## config.mk

```make
export PLATFORM = sky130hd
export DESIGN_NAME = reno_congestion_window
export DESIGN_NICKNAME = d
export VERILOG_FILES = /design/src/rtl/core/reno_pkg.sv /design/src/rtl/core/reno_div.sv /design/src/rtl/core/reno_congestion_window.sv
export SDC_FILE = /design/constraint.sdc
export NUM_CORES = 2
export LEC_CHECK = 0
export BUFFER_PORTS_ARGS = -buffer_cell sky130_fd_sc_hd__clkbuf_2
export CAP_MARGIN = 10
export CORE_MARGIN = 5
export CORE_UTILIZATION = 45
export DETAILED_ROUTE_END_ITERATION = 6
export SYNTH_ARGS = -nofsm -noshare
export SYNTH_HDL_FRONTEND = slang
export SYNTH_HIERARCHICAL = 1
export SYNTH_SLANG_ARGS = --single-unit
```

## constraint.sdc

```tcl
create_clock -name clk -period 18.01 [get_ports clk]
set_input_delay 3.602 -clock clk [delete_from_list [all_inputs] [get_ports clk]]
set_output_delay 3.602 -clock clk [all_outputs]
set_load 0.01 [all_outputs]
```

## src/rtl/core/reno_pkg.sv

```systemverilog
// Shared types and constants for the Reno congestion window block.
package reno_pkg;

  localparam int unsigned WordW = 32;
  localparam int unsigned SegW  = 16;
  localparam int unsigned InitW = 5;
  localparam int unsigned DupW  = 8;

  localparam logic [WordW-1:0] AllOnes     = '1;
  localparam logic [DupW-1:0]  DupMax      = 8'd255;
  localparam logic [DupW-1:0]  DupFastRtx  = 8'd3;
  localparam logic [SegW-1:0]  SegReset    = 16'd1400;
  localparam logic [InitW-1:0] InitReset   = 5'd10;

  // Event kinds on the input channel
  typedef enum logic [1:0] {
    CMD_NEW_ACK = 2'd0,
    CMD_DUP_ACK = 2'd1,
    CMD_TIMEOUT = 2'd2,
    CMD_OPEN    = 2'd3
  } cmd_t;

  // Register index on the configuration port
  localparam logic REG_SEGMENT_SIZE     = 1'b0;
  localparam logic REG_INITIAL_SEGMENTS = 1'b1;

  // Divider request and response
  typedef struct packed {
    logic             start;
    logic [WordW-1:0] dividend;
    logic [WordW-1:0] divisor;
  } div_req_t;

  typedef struct packed {
    logic             done;
    logic [WordW-1:0] quotient;
  } div_rsp_t;

endpackage

```

## src/rtl/core/reno_div.sv

```systemverilog
// Radix-2 restoring divider, one quotient bit per cycle.
module reno_div
  import reno_pkg::*;
(
  input  logic     clk,
  input  logic     rst_n,
  input  div_req_t req,
  output div_rsp_t rsp
);

  localparam int unsigned CntW = $clog2(WordW);

  typedef enum logic {
    D_IDLE,
    D_RUN
  } dstate_t;

  dstate_t          state_r;
  logic [CntW-1:0]  cnt_r;
  logic [WordW-1:0] rem_r;
  logic [WordW-1:0] quo_r;
  logic [WordW-1:0] dvs_r;
  logic             done_r;

  logic [WordW:0]   shifted;
  logic [WordW:0]   diff;
  logic             ge;

  // One restoring step: shift in next dividend bit, trial subtract
  always_comb begin
    shifted = {rem_r, quo_r[WordW-1]};
    diff    = shifted - {1'b0, dvs_r};
    ge      = !diff[WordW];
  end

  always_ff @(posedge clk) begin
    if (!rst_n) begin
      state_r <= D_IDLE;
      cnt_r   <= '0;
      done_r  <= 1'b0;
    end else begin
      done_r <= 1'b0;
      unique case (state_r)
        D_IDLE: begin
          if (req.start) begin
            state_r <= D_RUN;
            cnt_r   <= '0;
          end
        end
        D_RUN: begin
          cnt_r <= cnt_r + 1'b1;
          if (cnt_r == CntW'(WordW - 1)) begin
            state_r <= D_IDLE;
            done_r  <= 1'b1;
          end
        end
        default: state_r <= D_IDLE;
      endcase
    end
  end

  // Datapath registers
  always_ff @(posedge clk) begin
    if (state_r == D_IDLE && req.start) begin
      rem_r <= '0;
      quo_r <= req.dividend;
      dvs_r <= req.divisor;
    end else if (state_r == D_RUN) begin
      rem_r <= ge ? diff[WordW-1:0] : shifted[WordW-1:0];
      quo_r <= {quo_r[WordW-2:0], ge};
    end
  end

  assign rsp.done     = done_r;
  assign rsp.quotient = quo_r;

endmodule

```

## src/rtl/core/reno_congestion_window.sv

```systemverilog
// Top level: Reno congestion window sequencer with shared serial divider.
//
//  channel | dir | handshake            | payload
//  --------+-----+----------------------+---------------------------------------
//  in_     | in  | in_tvalid/in_tready  | tuser: cmd; tdata: acked, flight
//  out_    | out | out_tvalid/out_tready| tdata: cwnd, ssthresh, rec, dup, rtx
//  cfg_    | in  | APB psel/penable     | segment_size @0x0, initial_segs @0x4
//
// An accepted event goes to S_CALC, then S_OUT shows the registered result; a
// new ACK in congestion avoidance first waits in S_DIV for the 32-step serial
// divider computing seg^2/cwnd (start, 32 steps, done). One event is in work
// at a time; in_tready is high only while idle.
// The result register holds until out_tready; the next event waits for it.
// Reset (rst_n, synchronous) loads cwnd = 14000, ssthresh = all ones.
module reno_congestion_window
  import reno_pkg::*;
(
  input  logic        clk,
  input  logic        rst_n,
  // Event input
  input  logic        in_tvalid,
  output logic        in_tready,
  input  logic [63:0] in_tdata,   // [31:0] acked_bytes, [63:32] flight_bytes
  input  logic [1:0]  in_tuser,   // [1:0] cmd
  // Result output
  output logic        out_tvalid,
  input  logic        out_tready,
  // [31:0] congestion_window, [63:32] slow_start_threshold, [64] in_recovery,
  // [72:65] dup_ack_count, [73] fast_retransmit, [79:74] zero
  output logic [79:0] out_tdata,
  // Configuration
  input  logic        cfg_psel,
  input  logic        cfg_penable,
  input  logic        cfg_pwrite,
  input  logic [2:0]  cfg_paddr,
  input  logic [31:0] cfg_pwdata,
  output logic [31:0] cfg_prdata,
  output logic        cfg_pready
);

  typedef enum logic [1:0] {
    S_IDLE,
    S_CALC,
    S_DIV,
    S_OUT
  } state_t;

  state_t           state_r;
  logic [SegW-1:0]  seg_r;
  logic [InitW-1:0] init_r;
  logic [WordW-1:0] win_r, win_nxt;
  logic [WordW-1:0] thr_r, thr_nxt;
  logic             rec_r, rec_nxt;
  logic [DupW-1:0]  dup_r, dup_nxt;
  logic             rtx_r, rtx_nxt;
  cmd_t             cmd_r;
  logic [WordW-1:0] acked_r;
  logic [WordW-1:0] flight_r;
  logic             need_div;

  div_req_t         div_req;
  div_rsp_t         div_rsp;

  logic [WordW-1:0] half_thr;
  logic [SegW:0]    seg_x2;
  logic [SegW+1:0]  seg_x3;
  logic [WordW-1:0] ss_inc;
  logic [WordW-1:0] dup_inc;
  logic [WordW-1:0] ca_inc;
  logic [WordW:0]   win_sum;
  logic [WordW:0]   thr_sum;
  logic [WordW:0]   ca_sum;
  logic [2*SegW-1:0] seg_sq;
  logic [SegW+InitW-1:0] open_win;
  logic             cfg_wr;

  // Configuration port
  assign cfg_pready = 1'b1;
  assign cfg_wr     = cfg_psel && cfg_penable && cfg_pwrite && cfg_pready;

  always_ff @(posedge clk) begin
    if (!rst_n) begin
      seg_r  <= SegReset;
      init_r <= InitReset;
    end else if (cfg_wr) begin
      unique case (cfg_paddr[2])
        REG_SEGMENT_SIZE:     seg_r  <= cfg_pwdata[SegW-1:0];
        REG_INITIAL_SEGMENTS: init_r <= cfg_pwdata[InitW-1:0];
        default: ;
      endcase
    end
  end

  always_comb begin
    unique case (cfg_paddr[2])
      REG_SEGMENT_SIZE:     cfg_prdata = {{(32-SegW){1'b0}}, seg_r};
      REG_INITIAL_SEGMENTS: cfg_prdata = {{(32-InitW){1'b0}}, init_r};
      default:              cfg_prdata = '0;
    endcase
  end

  // Event arithmetic: threshold halving, increments, saturating adds
  always_comb begin
    seg_x2   = {seg_r, 1'b0};
    seg_x3   = {1'b0, seg_x2} + {2'b00, seg_r};
    half_thr = (flight_r >> 1) > {{(WordW-SegW-1){1'b0}}, seg_x2}
             ? (flight_r >> 1) : {{(WordW-SegW-1){1'b0}}, seg_x2};
    ss_inc   = acked_r < {{(WordW-SegW){1'b0}}, seg_r}
             ? acked_r : {{(WordW-SegW){1'b0}}, seg_r};
    dup_inc  = {{(WordW-SegW){1'b0}}, seg_r};
    // slow start or recovery inflation share one adder
    win_sum  = {1'b0, win_r} + {1'b0, (cmd_r == CMD_NEW_ACK) ? ss_inc : dup_inc};
    thr_sum  = {1'b0, half_thr} + {{(WordW-SegW-1){1'b0}}, seg_x3};
    ca_inc   = (div_rsp.quotient == '0) ? WordW'(1) : div_rsp.quotient;
    ca_sum   = {1'b0, win_r} + {1'b0, ca_inc};
    seg_sq   = {{SegW{1'b0}}, seg_r} * {{SegW{1'b0}}, seg_r};
    open_win = {{SegW{1'b0}}, init_r} * {{InitW{1'b0}}, seg_r};
  end

  // Next state of the connection for one event
  always_comb begin
    win_nxt  = win_r;
    thr_nxt  = thr_r;
    rec_nxt  = rec_r;
    dup_nxt  = dup_r;
    rtx_nxt  = 1'b0;
    need_div = 1'b0;
    unique case (cmd_r)
      CMD_NEW_ACK: begin
        dup_nxt = '0;
        if (rec_r) begin
          rec_nxt = 1'b0;
          win_nxt = thr_r;
        end else if (win_r < thr_r) begin
          win_nxt = win_sum[WordW] ? AllOnes : win_sum[WordW-1:0];
        end else begin
          need_div = 1'b1;
        end
      end
      CMD_DUP_ACK: begin
        dup_nxt = (dup_r == DupMax) ? DupMax : dup_r + 1'b1;
        if (dup_nxt == DupFastRtx && !rec_r) begin
          thr_nxt = half_thr;
          win_nxt = thr_sum[WordW] ? AllOnes : thr_sum[WordW-1:0];
          rec_nxt = 1'b1;
          rtx_nxt = 1'b1;
        end else if (rec_r) begin
          win_nxt = win_sum[WordW] ? AllOnes : win_sum[WordW-1:0];
        end
      end
      CMD_TIMEOUT: begin
        if (win_r != '0) begin
          thr_nxt = half_thr;
          win_nxt = {{(WordW-SegW){1'b0}}, seg_r};
          dup_nxt = '0;
          rec_nxt = 1'b0;
        end
      end
      CMD_OPEN: begin
        win_nxt = {{(WordW-SegW-InitW){1'b0}}, open_win};
        thr_nxt = AllOnes;
        rec_nxt = 1'b0;
        dup_nxt = '0;
      end
      default: ;
    endcase
  end

  // Divider request: seg^2 / cwnd
  assign div_req.start    = (state_r == S_CALC) && need_div;
  assign div_req.dividend = seg_sq;
  assign div_req.divisor  = win_r;

  reno_div u_div (
    .clk (clk),
    .rst_n (rst_n),
    .req (div_req),
    .rsp (div_rsp)
  );

  // Sequencer and connection state
  always_ff @(posedge clk) begin
    if (!rst_n) begin
      state_r <= S_IDLE;
      win_r   <= WordW'(InitReset * SegReset);
      thr_r   <= AllOnes;
      rec_r   <= 1'b0;
      dup_r   <= '0;
      rtx_r   <= 1'b0;
    end else begin
      unique case (state_r)
        S_IDLE: begin
          if (in_tvalid) begin
            state_r <= S_CALC;
          end
        end
        S_CALC: begin
          thr_r <= thr_nxt;
          rec_r <= rec_nxt;
          dup_r <= dup_nxt;
          rtx_r <= rtx_nxt;
          if (need_div) begin
            state_r <= S_DIV;
          end else begin
            win_r   <= win_nxt;
            state_r <= S_OUT;
          end
        end
        S_DIV: begin
          if (div_rsp.done) begin
            win_r   <= ca_sum[WordW] ? AllOnes : ca_sum[WordW-1:0];
            state_r <= S_OUT;
          end
        end
        S_OUT: begin
          if (out_tready) begin
            state_r <= S_IDLE;
          end
        end
        default: state_r <= S_IDLE;
      endcase
    end
  end

  // Event capture
  always_ff @(posedge clk) begin
    if (in_tvalid && in_tready) begin
      cmd_r    <= cmd_t'(in_tuser);
      acked_r  <= in_tdata[31:0];
      flight_r <= in_tdata[63:32];
    end
  end

  assign in_tready  = (state_r == S_IDLE);
  assign out_tvalid = (state_r == S_OUT);
  assign out_tdata  = {6'd0, rtx_r, dup_r, rec_r, thr_r, win_r};

`ifndef SYNTHESIS
  // Input and output sides never both open
  a_one_side: assert property (@(posedge clk) disable iff (!rst_n)
    !(in_tready && out_tvalid))
    else $error("in_tready and out_tvalid high together");

  // Fast retransmit reported only on entry to recovery at the third dup ack
  a_rtx_entry: assert property (@(posedge clk) disable iff (!rst_n)
    (out_tvalid && rtx_r) |-> (rec_r && dup_r == DupFastRtx))
    else $error("fast retransmit without recovery entry");

  // Divider finishes only while the sequencer waits for it
  a_div_done: assert property (@(posedge clk) disable iff (!rst_n)
    div_rsp.done |-> (state_r == S_DIV))
    else $error("divider done outside wait state");

  // Accepted event reaches the compute step next cycle
  a_accept_calc: assert property (@(posedge clk) disable iff (!rst_n)
    (in_tvalid && in_tready) |=> (state_r == S_CALC))
    else $error("accepted event did not enter compute");
`endif

endmodule

```

==> flow_metrics.py <==
metrics = {
    "worst_setup_path": {
        "cpMaxStageDelayCell": "inv_1",
        "path_class": "reg2reg",
        "critPathMaxFanout": 19,
        "r2r-start": "seg_r[3]$_SDFFE_PN1P_",
        "cp.required_ns": 18.33,
        "slowest_delay_ns": 0.66,
        "cp_data_arrival_time_ns": 8.39,
        "crit_path_start_kind": "flip-flop",
        "startpoint": "seg_r[3]$_SDFFE_PN1P_",
        "worst_setup_path_end_kind": "flip-flop",
        "reg2regPathDepth": 27,
        "crit_path_frequent_cell": "inv_1",
    },
    "grt": {
        "antenna_found_initial": 1,
        "grt_pass1_wl_um": 143000,
        "grt_pass1_vias": 24607,
        "grt-ovfl-total": 0,
        "grt_max_degree": 67,
        "grt_use_total": 0.256,
    },
    "clock_network": {
        "clock_sinks": 265,
        "clock_path_buffers": 3,
        "htreeDepth": 2,
        "cts_setup_buffers": 0,
        "clock_latency_ns": 0.56,
        "cts_resized": 0,
        "ctsHoldBuffers": 0,
        "root_buffer": "clkbuf_16",
        "clk_pin_slew_ns": 0.07,
        "cts_buffers": 36,
        "cts_tree": "built",
    },
    "timing": {
        "rsz0062_at_grt": "false",
        "min_period_over_period": 0.448,
        "fin_tns_setup_ns": 0,
        "setup_viol": 0,
        "skew_ns": 0.0270,
        "fmax_mhz": 124,
        "drv_slew": 0,
        "hold-worst-slack_ns": 0.488,
        "slew_headroom": 0.297,
        "tightest_slew_ns": 1.05,
        "post-route-min-period_ns": 8.07,
        "final_hold_viol_count": 0,
        "setup_ws_ns": 9.94,
    },
    "drt": {
        "wl_met1_um": 41500,
        "highest_layer": "met5",
        "via_count": 24871,
        "wl_met2_um": 41700,
        "wl_met3_um": 6330,
        "drcViolationCount": 0,
        "drt_wl_total_um": 92600,
        "viasPerCell": 5.72,
        "wl_per_cell_um": 21.3,
        "first_pass_iters": 7,
        "drt_iter0_drc": 1813,
        "antenna_left": 0,
    },
    "layout": {
        "multi_input_area_sq_um": 20600,
        "final_nets": 4119,
        "seqCellArea_sq_um": 6600,
        "drive_gt1_frac": 0.114,
        "syn_to_final_growth_pct": 8.61,
        "fill_cells": 6382,
    },
    "synthesis": {
        "synth_cells": 3381,
        "synth_top_area_frac": 0.153,
        "synth_area_leaders": "fa_1 15%, ha_1 14%, edfxtp_1 13%",
        "seq_area_frac_synth": 0.222,
        "yosysMostFrequentCell": "inv_1",
        "synthTopCellsByCount": "396 x inv_1, 328 x ha_1, 266 x nand2_1",
        "synth_edf_count": 129,
        "synth.avg_cell_area_sq_um": 8.77,
        "ys_warn_count": 6,
        "synthDistinctLibCells": 98,
        "async_flop_share": 0,
        "ys_ff_latch": 265,
        "syn_area_sq_um": 29700,
        "synth_area_leader_cell": "fa_1",
        "synth_ff_type": "dfxtp_1",
    },
    "power": {
        "pwr_density_cell_nw_per_um2": 94.5,
        "leakage_uw": 0.0152,
        "p_switching_uw": 1330,
        "p_sw_frac": 0.436,
        "peakVddDrop_v": 0.0000717,
        "clkPwrFrac": 0.235,
        "comb_power_share": 0.490,
        "seqPwrFrac": 0.275,
        "power.internal_uw": 1720,
    },
    "place": {
        "post-dp-hpwl_um": 71000,
        "io_buffers": 180,
        "dp_slack_ns": 9.95,
        "globalplace.congestion": 0.927,
    },
    "floorplanning": {
        "rows": 94,
        "dieArea_sq_um": 71100,
        "die_y_um": 267,
        "core-area_sq_um": 65500,
        "ios": 223,
        "initial_core_util": 0.453,
        "die-width_um": 267,
    },
    "outcome": {
        "status": "completed",
    },
    "hold_path": {
        "hold_class": "reg2reg",
        "min-delay-start": "u_div/rem_r[7]$_SDFFE_PP0P_",
        "holdPathStages": 2,
    },
    "flow_run": {
        "maxCapViolCount": 0,
    },
}
==> kinds of logic after synthesis <==
kind of cell | share of synthesized area
AND/OR/NAND/NOR | 0.150
AO/OA/AOI/OAI | 0.174
buffers and inverters | 0.0895
adder cells (fa/ha/maj) | 0.292
flip-flops | 0.222
XOR/XNOR | 0.0396
multiplexers | 0.0328
other | 0.000253
==> registers in the layout, summed over array words and instances, names as in the netlist <==
signal,cells
acked_r,32
cmd_r,2
u_div/done_r,1
u_div/state_r,1
u_div/quo_r,32
u_div/cnt_r,5
state_r,2
rtx_r,1
dup_r,8
rec_r,1
win_r,32
thr_r,32
u_div/rem_r,32
u_div/dvs_r,32
seg_r,16
flight_r,31
init_r,5
==> per-layer routing <==
metal,track usage,vias up
li1,-,11855
met1,0.361,12008
met2,0.411,859
met3,0.0401,147
met4,0.0738,2
met5,0,-
==> stage by stage <==
step	area [sq um]	util	total power, uW	cells
3_5_place_dp	31000	0.474	2310	4281
4_1_cts	32200	0.492	3040	4346
6_report	32200	0.492	3040	4348
2_1_floorplan	29800	-	1890	3419
3_3_place_gp	31000	0.474	2310	4281
5_1_grt	32200	0.492	3260	4347
==> power by group through the flow <==
stage	Sequential, uW	Combinational [uW]	Clock [uW]
after floorplan	785	1110	0
after global placement	846	1460	0
after detailed placement	846	1460	0
after CTS	833	1470	733
after global routing	840	1660	755
final	837	1490	716
==> layout make-up <==
type                    count  share of cell area
clock inverters            24             0.00734
well taps                 864              0.0336
clock buffers              41              0.0289
inverters                 406              0.0473
repair buffers            230              0.0395
diodes                      1           0.0000777
flip-flops and latches    265               0.205
multi-input cells        2517               0.638
==> cells in the final DEF (no fill, tap or decap), types with 36 or more instances in the layout <==
cell type and n:
ha_1 328, inv_1 395, and3_1 42, xnor2_1 77, clkbuf_2 181, conb_1 40
xor2_1 57, mux2_2 64, a21oi_1 191, a211oi_1 36, clkbuf_16 36, buf_4 49
nor2_1 239, a21o_1 73, fa_1 227, dfxtp_1 136, nor3_1 63, nand2_1 266
nand3_1 99, o21ai_0 149, edfxtp_1 129
==> worst max-delay path, delay by kind of cell, from the launching register on <==
family	cells	cell delay, ns
AO/OA/AOI/OAI	4	1.15
flip-flops	1	0.30
XOR/XNOR	1	0.15
multiplexers	1	0.27
buffers and inverters	8	1.22
AND/OR/NAND/NOR	6	1.36
adder cells (fa/ha/maj)	7	3.40
==> path summary, 6_finish.rpt <==
check | end | slack [ns]
worst min-delay path | u_div/rem_r[7]$_SDFFE_PP0P_ | 0.49
worst max-delay path | u_div/quo_r[31]$_DFFE_PP_ | 9.94
worst min register to register | u_div/rem_r[7]$_SDFFE_PP0P_ | 0.49
worst max register to register | u_div/quo_r[31]$_DFFE_PP_ | 9.94
(Power assumes the default switching activity.)
